===== src/pgr_pkg.sv =====
// shared types and constants for the polyline grid rasterizer
package pgr_pkg;

    localparam int FIELD_W = 6;
    localparam int DATA_W  = 16;
    localparam int QUEUE_DEPTH = 2;

    // one queued line segment, coordinates already masked to the grid
    typedef struct packed {
        logic [FIELD_W-1:0] x0;
        logic [FIELD_W-1:0] y0;
        logic [FIELD_W-1:0] x1;
        logic [FIELD_W-1:0] y1;
        logic               skip_first;
    } seg_cmd_t;

endpackage


===== src/polyline_grid_rasterizer.sv =====
// polyline rasterizer top level: waypoint intake, segment queue and line walker
// the segment queue lets waypoints arrive while the walker is still busy with an earlier segment
// a segment is loaded from the queue before the walker steps along it; start waypoints queue nothing
// the walker emits one cell per cycle through the output register while the output is not stalled
// reset: rst_n clears the stored waypoint, the queue and the output valid at once
module polyline_grid_rasterizer #(
    parameter int COORD_BITS = 6
) (
    input  logic                       clk,
    input  logic                       rst_n,
    input  logic                       s_tvalid,
    output logic                       s_tready,
    input  logic [pgr_pkg::DATA_W-1:0] s_tdata,  // point_x, point_y, zero fill
    input  logic                       s_tuser,  // new_polyline
    output logic                       m_tvalid,
    input  logic                       m_tready,
    output logic [pgr_pkg::DATA_W-1:0] m_tdata,  // cell_x, cell_y, zero fill
    output logic                       m_tlast   // segment_end
);

    pgr_pkg::seg_cmd_t q_cmd;
    logic              q_valid;
    logic              q_pop;

    pgr_front #(
        .COORD_BITS(COORD_BITS)
    ) u_front (
        .clk     (clk),
        .rst_n   (rst_n),
        .s_tvalid(s_tvalid),
        .s_tready(s_tready),
        .s_tdata (s_tdata),
        .s_tuser (s_tuser),
        .q_cmd   (q_cmd),
        .q_valid (q_valid),
        .q_pop   (q_pop)
    );

    pgr_back #(
        .COORD_BITS(COORD_BITS)
    ) u_back (
        .clk     (clk),
        .rst_n   (rst_n),
        .q_cmd   (q_cmd),
        .q_valid (q_valid),
        .q_pop   (q_pop),
        .m_tvalid(m_tvalid),
        .m_tready(m_tready),
        .m_tdata (m_tdata),
        .m_tlast (m_tlast)
    );

endmodule


===== src/pgr_front.sv =====
// waypoint intake: keeps the previous point and queues line segments
module pgr_front #(
    parameter int COORD_BITS = 6
) (
    input  logic                     clk,
    input  logic                     rst_n,
    input  logic                     s_tvalid,
    output logic                     s_tready,
    input  logic [pgr_pkg::DATA_W-1:0] s_tdata,  // point_x, point_y, zero fill
    input  logic                     s_tuser,    // new_polyline
    output pgr_pkg::seg_cmd_t        q_cmd,
    output logic                     q_valid,
    input  logic                     q_pop
);

    localparam int FW = pgr_pkg::FIELD_W;
    localparam logic [FW-1:0] COORD_MASK = FW'((1 << COORD_BITS) - 1);

    pgr_pkg::seg_cmd_t fifo_reg [pgr_pkg::QUEUE_DEPTH];
    logic       wr_ptr_reg;
    logic       rd_ptr_reg;
    logic [1:0] count_reg;

    logic [FW-1:0] prev_x_reg;
    logic [FW-1:0] prev_y_reg;
    logic          have_prev_reg;
    logic          past_first_reg;

    logic [FW-1:0]     px;
    logic [FW-1:0]     py;
    logic              accept;
    logic              is_start;
    logic              push;
    logic              full;
    pgr_pkg::seg_cmd_t new_cmd;

    assign px       = s_tdata[FW-1:0] & COORD_MASK;
    assign py       = s_tdata[2*FW-1:FW] & COORD_MASK;
    assign full     = (count_reg == 2'(pgr_pkg::QUEUE_DEPTH));
    assign s_tready = !full;
    assign accept   = s_tvalid && s_tready;
    // a waypoint with nothing stored before it opens a polyline too
    assign is_start = s_tuser || !have_prev_reg;
    assign push     = accept && !is_start;

    assign new_cmd.x0         = prev_x_reg;
    assign new_cmd.y0         = prev_y_reg;
    assign new_cmd.x1         = px;
    assign new_cmd.y1         = py;
    assign new_cmd.skip_first = past_first_reg;

    assign q_cmd   = fifo_reg[rd_ptr_reg];
    assign q_valid = (count_reg != 2'd0);

    always_ff @(posedge clk or negedge rst_n)
    begin
        if (!rst_n)
        begin
            wr_ptr_reg     <= 1'b0;
            rd_ptr_reg     <= 1'b0;
            count_reg      <= 2'd0;
            prev_x_reg     <= '0;
            prev_y_reg     <= '0;
            have_prev_reg  <= 1'b0;
            past_first_reg <= 1'b0;
        end
        else
        begin
            if (accept)
            begin
                prev_x_reg     <= px;
                prev_y_reg     <= py;
                have_prev_reg  <= 1'b1;
                past_first_reg <= !is_start;
            end
            if (push)
                wr_ptr_reg <= !wr_ptr_reg;
            if (q_pop && q_valid)
                rd_ptr_reg <= !rd_ptr_reg;
            case ({push, q_pop && q_valid})
                2'b10:   count_reg <= count_reg + 2'd1;
                2'b01:   count_reg <= count_reg - 2'd1;
                default: count_reg <= count_reg;
            endcase
        end
    end

    always_ff @(posedge clk)
    begin
        if (push)
            fifo_reg[wr_ptr_reg] <= new_cmd;
    end

    a_count_bound: assert property (@(posedge clk) disable iff (!rst_n)
        count_reg <= 2'(pgr_pkg::QUEUE_DEPTH))
        else $error("segment queue overfilled");

    a_no_push_full: assert property (@(posedge clk) disable iff (!rst_n)
        push |-> !full)
        else $error("segment pushed into full queue");

    a_start_no_push: assert property (@(posedge clk) disable iff (!rst_n)
        (accept && is_start) |=> (count_reg <= $past(count_reg)))
        else $error("start waypoint queued a segment");

endmodule


===== src/pgr_back.sv =====
// bresenham walker: steps one cell per cycle into a registered output, unless the output stalls
module pgr_back #(
    parameter int COORD_BITS = 6
) (
    input  logic                       clk,
    input  logic                       rst_n,
    input  pgr_pkg::seg_cmd_t          q_cmd,
    input  logic                       q_valid,
    output logic                       q_pop,
    output logic                       m_tvalid,
    input  logic                       m_tready,
    output logic [pgr_pkg::DATA_W-1:0] m_tdata,  // cell_x, cell_y, zero fill
    output logic                       m_tlast   // segment_end
);

    localparam int CB = COORD_BITS;
    localparam int FW = pgr_pkg::FIELD_W;
    localparam int EW = COORD_BITS + 2;

    logic                 busy_reg;
    logic                 skip_reg;
    logic [CB-1:0]        cur_x_reg;
    logic [CB-1:0]        cur_y_reg;
    logic [CB-1:0]        end_x_reg;
    logic [CB-1:0]        end_y_reg;
    logic [CB-1:0]        dx_reg;
    logic [CB-1:0]        dy_reg;
    logic                 sx_reg;
    logic                 sy_reg;
    logic signed [EW-1:0] err_reg;

    logic          m_valid_reg;
    logic [FW-1:0] cell_x_reg;
    logic [FW-1:0] cell_y_reg;
    logic          last_reg;

    logic [CB-1:0]        ld_x0;
    logic [CB-1:0]        ld_y0;
    logic [CB-1:0]        ld_x1;
    logic [CB-1:0]        ld_y1;
    logic [CB-1:0]        ld_dx;
    logic [CB-1:0]        ld_dy;
    logic                 can_emit;
    logic                 advance;
    logic                 emit;
    logic                 at_end;
    logic signed [EW:0]   e2;
    logic signed [EW:0]   dx_w;
    logic signed [EW:0]   dy_w;
    logic                 step_x;
    logic                 step_y;
    logic signed [EW-1:0] err_next;

    assign ld_x0 = q_cmd.x0[CB-1:0];
    assign ld_y0 = q_cmd.y0[CB-1:0];
    assign ld_x1 = q_cmd.x1[CB-1:0];
    assign ld_y1 = q_cmd.y1[CB-1:0];
    assign ld_dx = (ld_x1 > ld_x0) ? (ld_x1 - ld_x0) : (ld_x0 - ld_x1);
    assign ld_dy = (ld_y1 > ld_y0) ? (ld_y1 - ld_y0) : (ld_y0 - ld_y1);

    assign q_pop    = !busy_reg && q_valid;
    assign can_emit = !m_valid_reg || m_tready;
    // a skipped start cell needs no output slot
    assign advance  = busy_reg && (skip_reg || can_emit);
    assign emit     = advance && !skip_reg;
    assign at_end   = (cur_x_reg == end_x_reg) && (cur_y_reg == end_y_reg);

    // doubled error tests
    assign e2     = {err_reg, 1'b0};
    assign dx_w   = $signed({{(EW + 1 - CB){1'b0}}, dx_reg});
    assign dy_w   = $signed({{(EW + 1 - CB){1'b0}}, dy_reg});
    assign step_x = (e2 > -dy_w);
    assign step_y = (e2 < dx_w);

    always_comb
    begin
        err_next = err_reg;
        if (step_x)
            err_next = err_next - EW'(dy_w);
        if (step_y)
            err_next = err_next + EW'(dx_w);
    end

    always_ff @(posedge clk or negedge rst_n)
    begin
        if (!rst_n)
        begin
            busy_reg    <= 1'b0;
            m_valid_reg <= 1'b0;
        end
        else
        begin
            if (q_pop)
                busy_reg <= 1'b1;
            else if (advance && at_end)
                busy_reg <= 1'b0;

            if (emit)
                m_valid_reg <= 1'b1;
            else if (m_tready)
                m_valid_reg <= 1'b0;
        end
    end

    always_ff @(posedge clk)
    begin
        if (q_pop)
        begin
            cur_x_reg <= ld_x0;
            cur_y_reg <= ld_y0;
            end_x_reg <= ld_x1;
            end_y_reg <= ld_y1;
            dx_reg    <= ld_dx;
            dy_reg    <= ld_dy;
            sx_reg    <= (ld_x0 < ld_x1);
            sy_reg    <= (ld_y0 < ld_y1);
            err_reg   <= EW'($signed({2'b00, ld_dx})) - EW'($signed({2'b00, ld_dy}));
            skip_reg  <= q_cmd.skip_first;
        end
        else if (advance)
        begin
            skip_reg <= 1'b0;
            err_reg  <= err_next;
            if (step_x)
                cur_x_reg <= sx_reg ? (cur_x_reg + CB'(1)) : (cur_x_reg - CB'(1));
            if (step_y)
                cur_y_reg <= sy_reg ? (cur_y_reg + CB'(1)) : (cur_y_reg - CB'(1));
        end

        if (emit)
        begin
            cell_x_reg <= FW'(cur_x_reg);
            cell_y_reg <= FW'(cur_y_reg);
            last_reg   <= at_end;
        end
    end

    assign m_tvalid = m_valid_reg;
    assign m_tdata  = {{(pgr_pkg::DATA_W - 2 * FW){1'b0}}, cell_y_reg, cell_x_reg};
    assign m_tlast  = last_reg;

    a_end_goes_idle: assert property (@(posedge clk) disable iff (!rst_n)
        (advance && at_end) |=> !busy_reg)
        else $error("walker still busy after final cell");

    a_last_is_endpoint: assert property (@(posedge clk) disable iff (!rst_n)
        (emit && at_end) |=> (m_tlast && cell_x_reg == FW'($past(end_x_reg))
                              && cell_y_reg == FW'($past(end_y_reg))))
        else $error("segment end cell differs from waypoint");

    a_no_pop_busy: assert property (@(posedge clk) disable iff (!rst_n)
        busy_reg |-> !q_pop)
        else $error("segment loaded while walker busy");

endmodule

===== config.mk =====
export PLATFORM = sky130hd
export DESIGN_NAME = polyline_grid_rasterizer
export DESIGN_NICKNAME = d
export VERILOG_FILES = /design/src/pgr_pkg.sv /design/src/polyline_grid_rasterizer.sv /design/src/pgr_front.sv /design/src/pgr_back.sv
export SDC_FILE = /design/constraint.sdc
export NUM_CORES = 1
export LEC_CHECK = 0
export ABC_CLOCK_PERIOD_IN_PS = 6000
export BUFFER_PORTS_ARGS = -buffer_cell sky130_fd_sc_hd__buf_2
export CAP_MARGIN = 40
export CELL_PAD_IN_SITES_DETAIL_PLACEMENT = 2
export CELL_PAD_IN_SITES_GLOBAL_PLACEMENT = 2
export CORE_ASPECT_RATIO = 2
export CORE_MARGIN = 4
export CORE_UTILIZATION = 29
export CTS_CLUSTER_SIZE = 10
export DETAILED_ROUTE_END_ITERATION = 7
export HOLD_SLACK_MARGIN = 0.03
export PLACE_DENSITY = 0.61
export SETUP_SLACK_MARGIN = 0.2
export SYNTH_ARGS = -nofsm -noshare
export SYNTH_HDL_FRONTEND = slang
export SYNTH_SLANG_ARGS = --single-unit

===== constraint.sdc =====
create_clock -name clk -period 6 [get_ports clk]
set_clock_uncertainty 0.2 [all_clocks]
set_input_delay 1.2 -clock clk [delete_from_list [all_inputs] [get_ports clk]]
set_output_delay 1.2 -clock clk [all_outputs]
set_load 0.01 [all_outputs]

==> results.md <==
- Status: completed
- Crit path from: u_back.dy_reg[0]
- # diodes: 0
- Syn avg cell area: 12.3 µm²
- Crit end category: register
- Reg-to-reg setup timing slack: 850 ps
- Cts bufs inserted: 17
- Worst EP required: about 6000 ps
- Worst path arrival time: a little over 5000 ps
- Filler cells: 2,663
- Congestion Overflow GR: 0
- Max IR drop VDD: roughly 0.25 mV
- Post-synth top area share: 0.450
- Initial core utilization: 0.293
- Critical path class: reg2reg
- Slowest cell delay on critical path: about 550 ps
- Final wirelength: about 18,000 µm
- CTS tree: yes
- Pwr/cell area: 510 nW/µm²
- Hold EP: u_front.fifo_reg[1][15]
- Total number of vias: ~4.6k
- DRC viols: 0
- Crit-path most repeated cell: ha_1
- Total power after layout: between 4000 and 5000 µW
- RSZ-0062 raised after global routing: false
- H-Tree Depth: 4
- GR Util All Layers: 0.136
- CTS max path bufs: 2
- CTS Hold Bufs: 0
- # resized after CTS: 0
- GPL Wtd Cong: approximately 0.8
- Netlist cell types: slightly below 50
- Setup TNS: 0 ps
- First-pass GRT wire length: roughly 28,000 µm
- Post-detail-place hpwl: 15,000 µm
- Post-synth EDFFs: 110
- Clk pin slew, worst setup/hold paths: 50 ps
- Root buf cell: clkbuf_16
- Post-DRT Antenna Nets: 0
- Crit. path cell count: 19
- CP Cell Sequence: inv_1 > ha_1 > and3_1 > ha_1 > nand3_1 > or4_1 > o211ai_1 > nand2_1 > mux2_2 > inv_1 > ha_1 > fa_1 > a21o_1 > a21oi_1 > o21bai_1 > a21oi_1 > nor2_1 > xnor2_1 > o21ai_0
- Final Max Slew Viols: 0
- HP Class: reg2reg
- Dominant cell type by area after synthesis: edfxtp_1
- CP max-delay cell: or4_1
- First DRT Iteration DRCs: 140
- Cells on worst reg2reg path: 19
- Crit path buffers/inverters: 2
- Startpoint types: register
- Synth top area cells: edfxtp_1 (45%), ha_1 (11%), dfrtp_1 (6.8%), xnor2_1 (4.7%), mux2i_1 (4.4%)
- Post-CTS setup buffers: 0
- Register area: 3800 µm²
- Max Clk Rate: 0.194 GHz
- Top FF cell, synth: edfxtp_1
- Die width: ~120 µm
- Final setup viols: 0
- DR pass1 iterations: 4
- Max_cap viols: 0
- Core outline area: approximately 25,000 µm²
- PortBufs: 31
- Rel. slew slack: 0.512
- Hold path startpoint: u_front.prev_y_reg[2]
- Pleak: 0.00341 µW
- Final nets: approximately 740
- Worst-skew pair later-pin latency: ~420 ps
- RR Startpoint: u_back.dy_reg[0]
- R2r endpoint: u_back.err_reg[6]
- Area occupied by multi-input gates: around 3200 µm²
- Full die area: 28,100 µm²
- Largest net degree at the start of global routing: 32
- Final hold viol count: 0
- Synth warnings: 0
- Syn Inst Count: about 600
- Hold Crit Depth: 0
- P&R area growth vs syn: 15.6%
- Critical path's top delay family: adder cells
- Post-synthesis sequential area ratio: 0.518
- Synthesized area: 7340 µm²
- Per-cell routed wire length: roughly 18 µm
- Fin crit period: a little over 5000 ps
- Vias in the first global route: 5,283
- Max FFs per register: 50
- Layout cells sized above 1: 0.155
- Worst-margin pin slew: roughly 730 ps
- Num rows: between 80 and 90
- IO Pins: 40
- Seq cells post-synth: 130
- Period utilization: 0.858
- Crit-path max FO: 9
- CTS Sinks: 130
- Async S/R FF share, synth: 0.154
- Initial antenna violation count: 0
- Via density: approximately 4.7
- Die Ht: approximately 230 µm
[how the worst max path moves through the flow]
| stage | endpoint | slack [ps] |
|---|---|---|
| detailed placement | u_back.err_reg[6] | 770 |
| global route | u_back.err_reg[6] | 550 |
| global placement | u_back.err_reg[6] | 930 |
| CTS | u_back.err_reg[6] | 760 |
| finish | u_back.err_reg[6] | 850 |
| floorplan | u_back.err_reg[5] | 1570 |
[cell families (layout without fill, tap and decap cells)]
kind of cell	after synthesis	after routing	synth area share
flops	130	130	0.518
compound gates	106	106	0.0900
simple gates	97	97	0.0643
buf+inv	76	130	0.0420
fa+ha+maj	75	75	0.137
mux	59	59	0.0856
xor+xnor	52	52	0.0621
other cells	1	4	0.000511
[layout make-up]
class | instances | area share
clock inverters | 6 | 0.00944
flip-flops and latches | 130 | 0.449
well taps | 336 | 0.0496
clock buffers | 25 | 0.0584
multi-input cells | 393 | 0.382
inverters | 60 | 0.0266
repair buffers | 39 | 0.0251
[power by group]
group | internal [µW] | total, µW | switching (µW)
Clock | 649 | 1000 | 351
Combinational | 793 | 1820 | 1030
Sequential | 1320 | 1500 | 182
[routing by layer]
layer	routed length [µm]	vias to the layer above	track usage
li1	-	2219	-
met1	5800	2330	0.113
met2	11100	55	0.281
met3	307	34	0.0202
met4	979	0	0.0883
met5	0	-	0
[cell usage in the layout, fill, tap and decap left out, types with 13 or more instances in the layout]
cell / n
edfxtp_1: 110
o21ai_0: 22
mux2i_1: 32
dfrtp_1: 20
nor2_1: 25
xor2_1: 13
ha_1: 66
mux2_2: 26
a21oi_1: 39
clkbuf_16: 17
buf_2: 32
xnor2_1: 39
nand2_1: 23
inv_1: 60
[worst register-to-register path, delay by kind of cell, from the launching register on]
| family | cells | cell delay, ps |
|---|---|---|
| compound gates | 6 | 1000 |
| fa+ha+maj | 4 | 1250 |
| flops | 1 | 480 |
| mux | 1 | 370 |
| xor+xnor | 1 | 160 |
| buf+inv | 2 | 160 |
| simple gates | 5 | 1240 |
[synthesized netlist by cell type (2+ instances only)]
cell type,count
and3_1,2
or2_2,4
buf_1,2
mux2_2,26
a21boi_0,2
or3_1,2
nand4_1,7
clkbuf_1,9
buf_4,4
o21a_1,4
o211ai_1,5
mux2i_1,32
o31a_1,2
ha_1,66
nand2_1,23
nand3_1,8
fa_1,9
a21oi_1,39
nor2b_1,4
xnor2_1,39
o21ai_0,22
xor2_1,13
a21o_1,10
edfxtp_1,110
dfrtp_1,20
nor3_1,8
a211oi_1,7
o21bai_1,6
inv_1,60
nand2b_1,6
nor2_1,27
[stage by stage]
stage | instance area, µm² | utilization | worst slack (ps) | std cells | hold slack [ps]
2_1_floorplan | 7350 | - | 1570 | 599 | 235
3_3_place_gp | 7900 | 0.316 | 929 | 957 | 246
3_5_place_dp | 7900 | 0.316 | 773 | 958 | 256
4_1_cts | 8480 | 0.339 | 761 | 989 | 268
5_1_grt | 8480 | 0.339 | 545 | 989 | 289
6_report | 8480 | 0.339 | 853 | 989 | 267
Power figures use the tool's default switching activity.
